<file path="config.mk">
export PLATFORM = sky130hd
export DESIGN_NAME = sorted_set_intersection_unit_flat
export DESIGN_NICKNAME = d
export VERILOG_FILES = /design/src/sv/ssi_pkg.sv /design/src/sv/ssi_if.sv /design/src/sv/ssi_set_ram.sv /design/src/sv/ssi_join_ctrl.sv /design/src/sv/sorted_set_intersection_unit.sv /design/src/flat_wrapper.sv
export VERILOG_INCLUDE_DIRS = /design/src /design/src/sv
export SDC_FILE = /design/constraint.sdc
export NUM_CORES = 2
export LEC_CHECK = 0
export ABC_AREA = 0
export CAP_MARGIN = 5
export CORE_UTILIZATION = 60
export DETAILED_ROUTE_END_ITERATION = 6
export DONT_BUFFER_PORTS = 1
export PLACE_DENSITY = 0.8
export REMOVE_ABC_BUFFERS = 1
export SYNTH_ARGS = -nofsm -noshare
export SYNTH_HDL_FRONTEND = slang
export SYNTH_SLANG_ARGS = --single-unit
</file>
<file path="constraint.sdc">
create_clock -name clock -period 7.11 [get_ports clock]
set_input_delay 0.711 -clock clock [delete_from_list [all_inputs] [get_ports clock]]
set_output_delay 0.711 -clock clock [all_outputs]
set_load 0.01 [all_outputs]
</file>
<file path="src/sv/sorted_set_intersection_unit_assert.svh">
// Assertion macros for the sorted set intersection unit; the join controller includes them.
// With SYNTHESIS defined the macros expand to nothing.
`ifndef SORTED_SET_INTERSECTION_UNIT_ASSERT_SVH
`define SORTED_SET_INTERSECTION_UNIT_ASSERT_SVH

`ifndef SYNTHESIS

`define SSI_ASSERT_CLK(label, clk, rst, prop) \
   label: assert property (@(posedge clk) disable iff (rst) prop) \
      else $error("%m: assertion failed");

`define SSI_ASSERT(label, prop) `SSI_ASSERT_CLK(label, clock, reset, prop)

`else

`define SSI_ASSERT_CLK(label, clk, rst, prop)

`define SSI_ASSERT(label, prop)

`endif

`endif

</file>
<file path="src/sv/ssi_pkg.sv">
package ssi_pkg;

   localparam int SET_DEPTH = 32;
   localparam int OUT_LIMIT = 32;
   localparam int VALUE_W   = 32;
   localparam int OP_W      = 2;
   localparam int CNT_W     = $clog2(SET_DEPTH + 1);
   localparam int ADDR_W    = (SET_DEPTH > 1) ? $clog2(SET_DEPTH) : 1;
   localparam int NUM_W     = $clog2(OUT_LIMIT + 1);

   typedef logic [OP_W-1:0]           op_type;
   typedef logic signed [VALUE_W-1:0] value_type;
   typedef logic [CNT_W-1:0]          cnt_type;
   typedef logic [ADDR_W-1:0]         addr_type;
   typedef logic [NUM_W-1:0]          num_type;

   localparam op_type OP_LOAD_FIRST  = 2'd0;
   localparam op_type OP_LOAD_SECOND = 2'd1;
   localparam op_type OP_RUN         = 2'd2;

   typedef struct packed {
      value_type common_value;
      logic      found;
      logic      last;
      logic      overflow;
   } result_type;

   typedef struct packed {
      logic       load;
      result_type data;
   } result_load_type;

   typedef struct packed {
      logic      wr_en;
      addr_type  wr_addr;
      value_type wr_data;
      addr_type  rd_addr;
   } ram_ctrl_type;

endpackage

</file>
<file path="src/sv/ssi_if.sv">
interface ssi_req_if;
   import ssi_pkg::*;

   logic      valid;
   logic      ready;
   op_type    operation;
   value_type value;

   modport source (output valid, output operation, output value, input ready);
   modport sink (input valid, input operation, input value, output ready);
endinterface

interface ssi_rsp_if;
   import ssi_pkg::*;

   logic      valid;
   logic      ready;
   value_type common_value;
   logic      found;
   logic      last;
   logic      overflow;

   modport source (output valid, output common_value, output found, output last,
                   output overflow, input ready);
   modport sink (input valid, input common_value, input found, input last,
                 input overflow, output ready);
endinterface

</file>
<file path="src/sv/ssi_set_ram.sv">
module ssi_set_ram #(
   parameter int DEPTH  = 32,
   parameter int WIDTH  = 32,
   parameter int ADDR_W = (DEPTH > 1) ? $clog2(DEPTH) : 1
) (
   input  logic              clock,
   input  logic              wr_en,
   input  logic [ADDR_W-1:0] wr_addr,
   input  logic [WIDTH-1:0]  wr_data,
   input  logic [ADDR_W-1:0] rd_addr,
   output logic [WIDTH-1:0]  rd_data
);

   logic [WIDTH-1:0] mem_ff [DEPTH];
   logic [WIDTH-1:0] rd_data_ff;

   always_ff @(posedge clock) begin
      if (wr_en) begin
         mem_ff[wr_addr] <= wr_data;
      end
      rd_data_ff <= mem_ff[rd_addr];
   end

   assign rd_data = rd_data_ff;

endmodule

</file>
<file path="src/sv/ssi_join_ctrl.sv">
`include "sorted_set_intersection_unit_assert.svh"

module ssi_join_ctrl (
   input  logic                     clock,
   input  logic                     reset,
   ssi_req_if.sink                  req,
   input  logic                     out_free,
   input  ssi_pkg::value_type       rd_first_data,
   input  ssi_pkg::value_type       rd_second_data,
   output ssi_pkg::ram_ctrl_type    first_ram,
   output ssi_pkg::ram_ctrl_type    second_ram,
   output ssi_pkg::result_load_type result
);
   import ssi_pkg::*;

   localparam logic [1:0] ST_IDLE   = 2'd0;
   localparam logic [1:0] ST_WALK   = 2'd1;
   localparam logic [1:0] ST_FINISH = 2'd2;

   logic [1:0] state_ff, state_in;
   cnt_type    cnt1_ff, cnt1_in;
   cnt_type    cnt2_ff, cnt2_in;
   cnt_type    i_ff, i_in;
   cnt_type    j_ff, j_in;
   num_type    n_ff, n_in;
   logic       drop_ff, drop_in;
   logic       pend_valid_ff, pend_valid_in;
   value_type  pend_value_ff, pend_value_in;

   logic accept;
   logic bounds_ok;

   assign accept    = req.valid && req.ready;
   assign bounds_ok = (i_ff < cnt1_ff) && (j_ff < cnt2_ff) && (n_ff < NUM_W'(OUT_LIMIT));

   always_comb begin
      state_in      = state_ff;
      cnt1_in       = cnt1_ff;
      cnt2_in       = cnt2_ff;
      i_in          = i_ff;
      j_in          = j_ff;
      n_in          = n_ff;
      drop_in       = drop_ff;
      pend_valid_in = pend_valid_ff;
      pend_value_in = pend_value_ff;
      req.ready     = (state_ff == ST_IDLE);
      result        = '0;
      first_ram     = '0;
      second_ram    = '0;

      unique case (state_ff)
         ST_IDLE: begin
            if (accept) begin
               unique case (req.operation)
                  OP_LOAD_FIRST: begin
                     if (cnt1_ff < CNT_W'(SET_DEPTH)) begin
                        first_ram.wr_en = 1'b1;
                        cnt1_in         = cnt1_ff + CNT_W'(1);
                     end else begin
                        drop_in = 1'b1;
                     end
                  end
                  OP_LOAD_SECOND: begin
                     if (cnt2_ff < CNT_W'(SET_DEPTH)) begin
                        second_ram.wr_en = 1'b1;
                        cnt2_in          = cnt2_ff + CNT_W'(1);
                     end else begin
                        drop_in = 1'b1;
                     end
                  end
                  OP_RUN: begin
                     state_in = ST_WALK;
                  end
                  default: begin
                  end
               endcase
            end
         end
         ST_WALK: begin
            // Read data always belongs to the current heads i_ff and j_ff.
            if (!bounds_ok) begin
               state_in = ST_FINISH;
            end else if (rd_first_data < rd_second_data) begin
               i_in = i_ff + CNT_W'(1);
            end else if (rd_second_data < rd_first_data) begin
               j_in = j_ff + CNT_W'(1);
            end else if (!pend_valid_ff || out_free) begin
               // The previous match is known not to be the last one now.
               if (pend_valid_ff) begin
                  result.load              = 1'b1;
                  result.data.common_value = pend_value_ff;
                  result.data.found        = 1'b1;
                  result.data.last         = 1'b0;
                  result.data.overflow     = drop_ff;
               end
               pend_value_in = rd_first_data;
               pend_valid_in = 1'b1;
               n_in          = n_ff + NUM_W'(1);
               i_in          = i_ff + CNT_W'(1);
               j_in          = j_ff + CNT_W'(1);
            end
         end
         ST_FINISH: begin
            if (out_free) begin
               result.load              = 1'b1;
               result.data.common_value = pend_valid_ff ? pend_value_ff : '0;
               result.data.found        = pend_valid_ff;
               result.data.last         = 1'b1;
               result.data.overflow     = drop_ff;
               cnt1_in                  = '0;
               cnt2_in                  = '0;
               i_in                     = '0;
               j_in                     = '0;
               n_in                     = '0;
               drop_in                  = 1'b0;
               pend_valid_in            = 1'b0;
               state_in                 = ST_IDLE;
            end
         end
         default: begin
            state_in = ST_IDLE;
         end
      endcase

      first_ram.wr_addr  = cnt1_ff[ADDR_W-1:0];
      first_ram.wr_data  = req.value;
      first_ram.rd_addr  = i_in[ADDR_W-1:0];
      second_ram.wr_addr = cnt2_ff[ADDR_W-1:0];
      second_ram.wr_data = req.value;
      second_ram.rd_addr = j_in[ADDR_W-1:0];
   end

   always_ff @(posedge clock) begin
      if (reset) begin
         state_ff      <= ST_IDLE;
         cnt1_ff       <= '0;
         cnt2_ff       <= '0;
         i_ff          <= '0;
         j_ff          <= '0;
         n_ff          <= '0;
         drop_ff       <= 1'b0;
         pend_valid_ff <= 1'b0;
      end else begin
         state_ff      <= state_in;
         cnt1_ff       <= cnt1_in;
         cnt2_ff       <= cnt2_in;
         i_ff          <= i_in;
         j_ff          <= j_in;
         n_ff          <= n_in;
         drop_ff       <= drop_in;
         pend_valid_ff <= pend_valid_in;
      end
      pend_value_ff <= pend_value_in;
   end

   `SSI_ASSERT(count_in_range, (cnt1_ff <= CNT_W'(SET_DEPTH)) && (cnt2_ff <= CNT_W'(SET_DEPTH)))
   `SSI_ASSERT(result_only_when_free, result.load |-> out_free)
   `SSI_ASSERT(miss_is_last, (result.load && !result.data.found) |-> result.data.last)
   `SSI_ASSERT(run_empties_sets, (state_ff == ST_FINISH && out_free) |=> (cnt1_ff == '0 && cnt2_ff == '0 && !drop_ff))
   `SSI_ASSERT(pending_counted, pend_valid_ff |-> (n_ff != '0))

endmodule

</file>
<file path="src/sv/sorted_set_intersection_unit.sv">
// Sorted set intersection unit. Load beats (operation 0 or 1) append one
// signed value to the first or second buffer of SET_DEPTH entries; a load
// into a full buffer is dropped and sets the overflow flag.
// A run beat (operation 2) merge-joins the two buffers and returns each common
// value in order, the final one marked last, or a single beat with found low
// when nothing matches; every result of a run carries the overflow flag, and
// the run then empties both buffers and clears the flag. A run is accepted,
// then takes one join step at a time, where a step advances the first head,
// the second head or both, so fewer steps than the sum of the two fill counts
// unless both buffers are empty; then it sees that a buffer is used up and
// hands over the final beat. A stall of the result channel holds the run. The
// join loop reads one entry of each buffer memory per cycle through their
// single read ports, except while a match waits for the output register.
// No request is taken until the run is over. Code 3 is accepted and ignored.
module sorted_set_intersection_unit (
   input logic        clock,
   input logic        reset,
   ssi_req_if.sink    req,
   ssi_rsp_if.source  rsp
);
   import ssi_pkg::*;

   ram_ctrl_type    first_ram;
   ram_ctrl_type    second_ram;
   result_load_type result;
   logic [VALUE_W-1:0] rd_first_raw;
   logic [VALUE_W-1:0] rd_second_raw;
   value_type       rd_first_data;
   value_type       rd_second_data;
   logic            out_free;

   // Output register: one result beat waits here while the join continues.
   logic       rsp_valid_ff, rsp_valid_in;
   result_type rsp_data_ff, rsp_data_in;

   // The first buffer memory.
   ssi_set_ram #(
      .DEPTH  (SET_DEPTH),
      .WIDTH  (VALUE_W),
      .ADDR_W (ADDR_W)
   ) u_first_ram (
      .clock   (clock),
      .wr_en   (first_ram.wr_en),
      .wr_addr (first_ram.wr_addr),
      .wr_data (first_ram.wr_data),
      .rd_addr (first_ram.rd_addr),
      .rd_data (rd_first_raw)
   );

   // The second buffer memory.
   ssi_set_ram #(
      .DEPTH  (SET_DEPTH),
      .WIDTH  (VALUE_W),
      .ADDR_W (ADDR_W)
   ) u_second_ram (
      .clock   (clock),
      .wr_en   (second_ram.wr_en),
      .wr_addr (second_ram.wr_addr),
      .wr_data (second_ram.wr_data),
      .rd_addr (second_ram.rd_addr),
      .rd_data (rd_second_raw)
   );

   assign rd_first_data  = value_type'(rd_first_raw);
   assign rd_second_data = value_type'(rd_second_raw);

   // The controller owns the fill counts, the join heads and the held match.
   ssi_join_ctrl u_join_ctrl (
      .clock          (clock),
      .reset          (reset),
      .req            (req),
      .out_free       (out_free),
      .rd_first_data  (rd_first_data),
      .rd_second_data (rd_second_data),
      .first_ram      (first_ram),
      .second_ram     (second_ram),
      .result         (result)
   );

   // The register can take a new beat when it is empty or being emptied now.
   assign out_free = !rsp_valid_ff || rsp.ready;

   always_comb begin
      rsp_valid_in = rsp_valid_ff;
      rsp_data_in  = rsp_data_ff;
      if (result.load) begin
         rsp_valid_in = 1'b1;
         rsp_data_in  = result.data;
      end else if (rsp.ready) begin
         rsp_valid_in = 1'b0;
      end
   end

   always_ff @(posedge clock) begin
      if (reset) begin
         rsp_valid_ff <= 1'b0;
      end else begin
         rsp_valid_ff <= rsp_valid_in;
      end
      rsp_data_ff <= rsp_data_in;
   end

   assign rsp.valid        = rsp_valid_ff;
   assign rsp.common_value = rsp_data_ff.common_value;
   assign rsp.found        = rsp_data_ff.found;
   assign rsp.last         = rsp_data_ff.last;
   assign rsp.overflow     = rsp_data_ff.overflow;

endmodule

</file>
<file path="src/flat_wrapper.sv">
// flat-port wrapper written by rule: the top's interface ports become plain ports
module sorted_set_intersection_unit_flat import ssi_pkg::*;
  (clock, reset, req_valid, req_operation, req_value, req_ready, rsp_valid, rsp_common_value, rsp_found, rsp_last, rsp_overflow, rsp_ready);
  ssi_req_if req_i ();
  ssi_rsp_if rsp_i ();
  input logic clock;
  input logic reset;
  input wire logic [$bits(req_i.valid)-1:0] req_valid;
  input wire logic [$bits(req_i.operation)-1:0] req_operation;
  input wire logic [$bits(req_i.value)-1:0] req_value;
  output wire logic [$bits(req_i.ready)-1:0] req_ready;
  output wire logic [$bits(rsp_i.valid)-1:0] rsp_valid;
  output wire logic [$bits(rsp_i.common_value)-1:0] rsp_common_value;
  output wire logic [$bits(rsp_i.found)-1:0] rsp_found;
  output wire logic [$bits(rsp_i.last)-1:0] rsp_last;
  output wire logic [$bits(rsp_i.overflow)-1:0] rsp_overflow;
  input wire logic [$bits(rsp_i.ready)-1:0] rsp_ready;
  assign req_i.valid = req_valid;
  assign req_i.operation = req_operation;
  assign req_i.value = req_value;
  assign req_ready = req_i.ready;
  assign rsp_valid = rsp_i.valid;
  assign rsp_common_value = rsp_i.common_value;
  assign rsp_found = rsp_i.found;
  assign rsp_last = rsp_i.last;
  assign rsp_overflow = rsp_i.overflow;
  assign rsp_i.ready = rsp_ready;
  sorted_set_intersection_unit u_core (.clock(clock), .reset(reset), .req(req_i), .rsp(rsp_i));
endmodule
</file>
* Yosys cells after proc, flatten, opt, wreduce, memory -nomap -nowiden *
Memory sizes are Yosys's and may differ from the RTL's. A register that Yosys moved wholly into a read port is not among the register bits.
Index checks and enable logic that the tools add are counted.

operators by class
  add/sub/neg operators = 5
  order comparisons = 7
  reductions and logical operators = 20
  equal/unequal tests = 22
  bitwise gates (word level) = 2
  multiplexer cells = 64

operators by type and width
  kind                                                                    number
  36-bit two-way mux                                                      6
  6-bit two-way mux                                                       21
  36-bit one-hot mux with 2 select lines                                  1
  32-bit less-than comparator                                             2
  6-bit one-hot mux with 2 select lines                                   5
  32-bit two-way mux                                                      1
  6-bit by 1-bit adder with 6-bit output (second input constant)          5
  5-bit AND reduction                                                     5
  1-bit two-way mux                                                       22
  6-bit less-than comparator (second input constant)                      3
  3-bit != test (second input constant)                                   5
  6-bit less-than comparator                                              2
  2-bit by 1-bit != test with 1-bit output (second input constant)        6
  2-bit != test (second input constant)                                   6
  6-bit AND reduction                                                     2
  2-bit two-way mux                                                       4
  1-bit one-hot mux with 2 select lines                                   3
  2-bit one-hot mux with 3 select lines                                   1
  2-bit nonzero test                                                      3
  2-bit by 1-bit equality test with 1-bit output (second input constant)  2
  2-bit equality test (second input constant)                             2
  2-bit logical NOT                                                       2
  4-bit AND reduction                                                     1
  1-bit logical AND                                                       3
  other kinds (4)                                                         7

storage, ports and cells
  output and inout bits = 37
  bits in writable memories = 2048
  word-level logic and storage cells = 138
  flip-flop bits (word level) = 102
  input port bits = 38
  memories kept = 2

memory list
  name                        words  bits a word  rd ports  clocked after Yosys merged registers in  wr ports  RTL line           RTL
  u_core.u_first_ram.mem_ff   32     32           1         1                                        1         ssi_set_ram.sv:14  logic [WIDTH-1:0] mem_ff [DEPTH];
  u_core.u_second_ram.mem_ff  32     32           1         1                                        1         ssi_set_ram.sv:14

* Logic depth before layout (Yosys ltp) *
  depth in word-level cells = 9
  depth in mapped cells = 18
  mapped depth without buffers = 13

* By module *
Synthesis repeated with hierarchy kept, for this count alone.

unflattened totals
  cells, all modules = 5134
  area, all modules = 87121.1 um2

modules (own cells, without submodules)
  module                              seq. area each (um2)  cells an instance  times used  area each (um2)
  ssi_set_ram at u_core.u_first_ram   31390.1               2260               1           40492.6
  ssi_set_ram at u_core.u_second_ram  31390.1               2260               1           40485.1
  ssi_join_ctrl                       1641.6                575                1           5046.1
  sorted_set_intersection_unit        1071.0                39                 1           1097.3

* Worst setup path before layout *
No wires, ideal clock.

  path type = reg-to-reg
  start = reg u_core.u_first_ram.rd_data_ff[31], in the netlist u_core.u_first_ram.rd_data[31] (read register of u_core.u_first_ram.mem_ff)
  end = reg u_core.u_join_ctrl.pend_value_ff[0], enable pin
  buffers on the path = 0
  library setup time = 0.421 ns
  stages on the path, launching flop included = 9
  clock period less this slack = 3.577 ns
  arrival time = 3.156 ns
  path slack = 3.533 ns
  required time = 6.689 ns
  cells stage by stage = dfxtp_1 inv_1 ha_1 and4_1 a221oi_2 nor2b_1 a2111o_1 nand4_1 nor2_1

on the way
  cells in the longest elaborated chain, start to end = 3
  elaborated cells on any way between the ends = 5
  classes of those cells = order compare (2); bitwise (2); reduce/logical (1)

ends and longest elaborated chain
  element                                                RTL line                                  RTL
  start, declared                                        ssi_set_ram.sv:15                         logic [WIDTH-1:0] rd_data_ff;
  32-bit less-than comparator, on equally long branches  ssi_join_ctrl.sv:85, ssi_join_ctrl.sv:83
  1-bit NOT (no line)                                    --
  5-bit AND reduction (no line) (*)                      --
  end signal, assigned                                   ssi_join_ctrl.sv:153                      pend_value_ff <= pend_value_in;
  end, declared                                          ssi_join_ctrl.sv:28                       value_type pend_value_ff, pend_value_in;

Mark *: on every way between the ends. The rest lies on a longest branch, timed or not.
A chain may end at the register's enable or synchronous reset.

* Worst setup path in the final report *
  start = reg u_core.u_second_ram.rd_data_ff[27], in the netlist u_core.u_second_ram.rd_data[27] (read register of u_core.u_second_ram.mem_ff)
  end = reg u_core.u_second_ram.rd_data_ff[29], in the netlist u_core.u_second_ram.rd_data[29] (read register of u_core.u_second_ram.mem_ff)

on the way
  cells in the longest elaborated chain, start to end = 5
  elaborated cells on any way between the ends = 6
  classes of those cells = order compare (2); mux (4)

ends and longest elaborated chain
  element                                    RTL line             RTL
  start, declared                            ssi_set_ram.sv:15
  32-bit less-than comparator                ssi_join_ctrl.sv:85  end else if (rd_second_data < rd_first_data) begin
  6-bit two-way mux                          ssi_join_ctrl.sv:85
  6-bit two-way mux (*)                      ssi_join_ctrl.sv:83  end else if (rd_first_data < rd_second_data) begin
  6-bit two-way mux (*)                      ssi_join_ctrl.sv:81  if (!bounds_ok) begin
  6-bit one-hot mux with 2 select lines (*)  ssi_join_ctrl.sv:51  unique case (state_ff)

Mark *: on every way between the ends. The rest lies on a longest branch, timed or not. The select of a mux whose other input is x is not followed.

==> metrics.yaml <==
cells_and_area:
  fillers: 9094
  area_delta_synth_final_pct: 11.7
  final_util_pct: 67.6
  nNetsFinal: 5964
  drive_gt1_share_pct: 9.89
drt:
  drt_iter0_drc: 8941
  antenna_left: 0
  dr.pass1.iters: 7
  routedWlPerCell_microns: 31.1
  via_per_inst: 7.03
  routed_wl_microns: 248000
  vias: 55900
  drc: 28
place:
  gp_congestion: 0.929
  port_buffers: 0
  dpl.hpwl_microns: 127000
outcome:
  violations: "DRC"
  outcome: "finished with violations"
worst_hold_path:
  hold_class: "in -> reg"
  worstHoldPathCells: 2
  min-delay-start: "reset"
  hold_end: "u_core.u_join_ctrl.n_ff[5]$_SDFFE_PP0P_"
timing:
  slew_headroom_pct: 7.82
  tightestPinTransition_ns: 1.38
  fin_tns_setup_ns: 0
  hold_viol: 0
  min_period_over_period_pct: 89.9
  setup_viol: 0
  timing.fmax_ghz: 0.156
  grt_setup_unrepaired: "false"
  period_minus_slack_ns: 6.39
  fin_hold_ws_ns: 0.0382
  slew_viol_final: 0
  skew_ns: 0.0339
power_and_ir_drop:
  cellLeakagePower_nw: 31.7
  ir_worst_vdd_mv: 0.249
  finalPower_w: 0.0259
  powerDensity_nw_per_um2: 267
clock_tree:
  root_buffer: "clkbuf_16"
  post_cts_buffers: 0
  cts_buffers: 206
  htree_num_levels: 4
  ctsResizeCount: 0
  cts_max_path_buffers: 3
  cts.clk_slew.worst_paths_ns: 0.06
  cts_sinks: 2214
  cts_tree: "yes"
  clk_latency_ns: 0.85
yosys:
  synth-edff-count: 2115
  syn_inst: 5911
  synth_top_flop_cell: "edfxtp_1"
  synth_warnings: 0
  synth_area_sq_um: 86900
  syn_area_per_cell_sq_um: 14.7
  synth_top_cell_by_area: "edfxtp_1"
  ys_types: 70
  yosys-top-cells-area: "edfxtp_1 73%, nand2_1 4.1%, and3_1 2.8%"
  synth_top_area_share_pct: 73.1
  ys_seq_area_share_pct: 75.4
  async_reset_ff_share_pct: 0
  synth_seq_cells: 2214
worst_setup_path:
  start_kind: "flop"
  r2r_end: "u_core.u_second_ram.rd_data[29]$_DFF_P_"
  critPathMaxFanout: 91
  critPathLaunch: "u_core.u_second_ram.rd_data[27]$_DFF_P_"
  rrSetupSlack_ns: 0.72
  rr_worst_depth: 13
  worstSetupEndpointType: "flop"
  cp_data_required_time_ns: 7.73
  critical_path_class: "reg -> reg"
  worstPathArrival_ns: 7.02
  reg2reg_from: "u_core.u_second_ram.rd_data[27]$_DFF_P_"
floorplan:
  coreArea_sq_um: 144000
  fp-row-count: 139
  start_util_pct: 60.5
  die_h_microns: 383
  die_w_microns: 383
  dieArea_sq_um: 146000
  ios: 75
global_route:
  grt_pass1_wl_microns: 357000
  grt_pass1_vias: 54600
  grt.total_usage_pct: 33.5
  antenna_found_initial: 11
  grt_max_degree: 201
  grt_overflow: 0
job:
  maxCapViolations: 0
[per-layer routing]
metal  track usage, %  vias up  part of all wire (%)
li1                 -    23100                     -
met4             20.3       10                   6.8
met3             8.00      852                    13
met1             43.2    27600                    34
met2             51.7     4352                    46
met5                0        -                 0.029
[synthesized netlist by cell type (all sizes together) (63+ instances only)]
cell,count
a32oi,63
dfxtp,99
nand2,945
a21oi,160
o22ai,160
edfxtp,2115
mux2i,133
buf,177
a2111oi,129
a31oi,293
nand3,103
and3,393
a211oi,292
nor4,72
clkbuf,263
nor2,114
[flip-flops by register name, indices dropped and copies added, names as in the netlist]
name,flops
u_core.rsp.overflow,1
u_core.rsp.last,1
u_core.u_second_ram.rd_data,32
u_core.rsp.valid,1
u_core.u_join_ctrl.state_ff,2
u_core.u_join_ctrl.i_ff,6
u_core.u_join_ctrl.drop_ff,1
u_core.u_join_ctrl.pend_valid_ff,1
u_core.u_join_ctrl.cnt2_ff,6
u_core.u_join_ctrl.n_ff,6
u_core.u_join_ctrl.j_ff,6
u_core.u_first_ram.mem_ff,1024
u_core.rsp.found,1
u_core.u_second_ram.mem_ff,1024
u_core.u_first_ram.rd_data,32
u_core.u_join_ctrl.pend_value_ff,32
u_core.u_join_ctrl.cnt1_ff,6
u_core.rsp.common_value,32
[cell type report]
class	instances	area, sq um	share of cell area, %
clock inverters	91	1060	1.09
clock buffers	293	5720	5.90
flip-flops and latches	2214	65500	67.5
well taps	1903	2380	2.45
repair buffers	191	2330	2.40
diodes	4	10.0	0.0103
inverters	57	214	0.220
multi-input cells	3200	19900	20.5
[how the worst max path moves through the flow]
stage	endpoint	slack, ns	depth (start not counted)
floorplan	u_core.u_second_ram.rd_data[30]$_DFF_P_	-25.30	7
global placement	u_core.u_second_ram.rd_data[6]$_DFF_P_	0.19	13
detailed placement	u_core.u_second_ram.rd_data[29]$_DFF_P_	0.96	13
CTS	u_core.u_second_ram.rd_data[29]$_DFF_P_	0.96	13
global route	u_core.u_second_ram.rd_data[30]$_DFF_P_	0.75	13
finish	u_core.u_second_ram.rd_data[29]$_DFF_P_	0.72	13
[power by group]
group          total [W]  leakage (nW)  internal, W  switching (W)
clock             0.0111          3.32      0.00637        0.00476
combinational   0.000462          8.47     0.000115       0.000347
sequential        0.0143          19.9       0.0143      0.0000259
[per-stage QoR]
stage / instances / worst slack (ns) / area [sq um]
6_report: 7953 / 0.715 / 97100
4_1_cts: 7948 / 0.959 / 97000
3_3_place_gp: 7506 / 0.193 / 89100
2_1_floorplan: 5471 / -25.30 / 84900
3_5_place_dp: 7509 / 0.959 / 89200
5_1_grt: 7949 / 0.750 / 97100
[critical path: stages (launching register included)]
cell and delay, ns:
dfxtp_1 0.51, ha_1 0.31, a21oi_1 0.19, o21ai_1 0.13, a221oi_2 0.30, nor2b_1 0.12
a2111oi_4 0.70, mux2_8 0.63, nand2_4 0.66, buf_4 0.85, a211oi_1 0.21, a31oi_1 0.21
o22ai_1 0.19, nor4_1 1.03
[repair_timing]
action | CTS | global route
hold endpoints to repair | 1680 | 0
hold buffers | 55 | 0
setup endpoints to repair | 0 | 0
[layout by cell type (no fill, tap or decap), types with 63 or more instances in the layout]
cell type  Yosys  final
nor4_1        71     66
dfxtp_1       99     99
buf_4         25    118
a32oi_1       63     63
clkbuf_1     262     65
a31oi_1      291    291
a211oi_1     267    267
a2111oi_0    128    128
clkbuf_16      0    208
a21oi_1      159    159
nand3_1      103    103
edfxtp_1    2115   2115
and3_1       393    393
nor2_4         0     65
mux2i_1      133    133
nand2_1      945    943
o22ai_1      160    160
[cells by family after synthesis]
kind of cell | Yosys count | synth area share, %
buffers and inverters | 497 | 2.53
multiplexers | 134 | 1.55
AO/OA/AOI/OAI | 1275 | 10.4
flip-flops | 2214 | 75.4
adder cells (fa/ha/maj) | 56 | 0.806
AND/OR/NAND/NOR | 1729 | 9.28
XOR/XNOR | 6 | 0.0605
No activity file was read; power rests on OpenSTA's default activity.
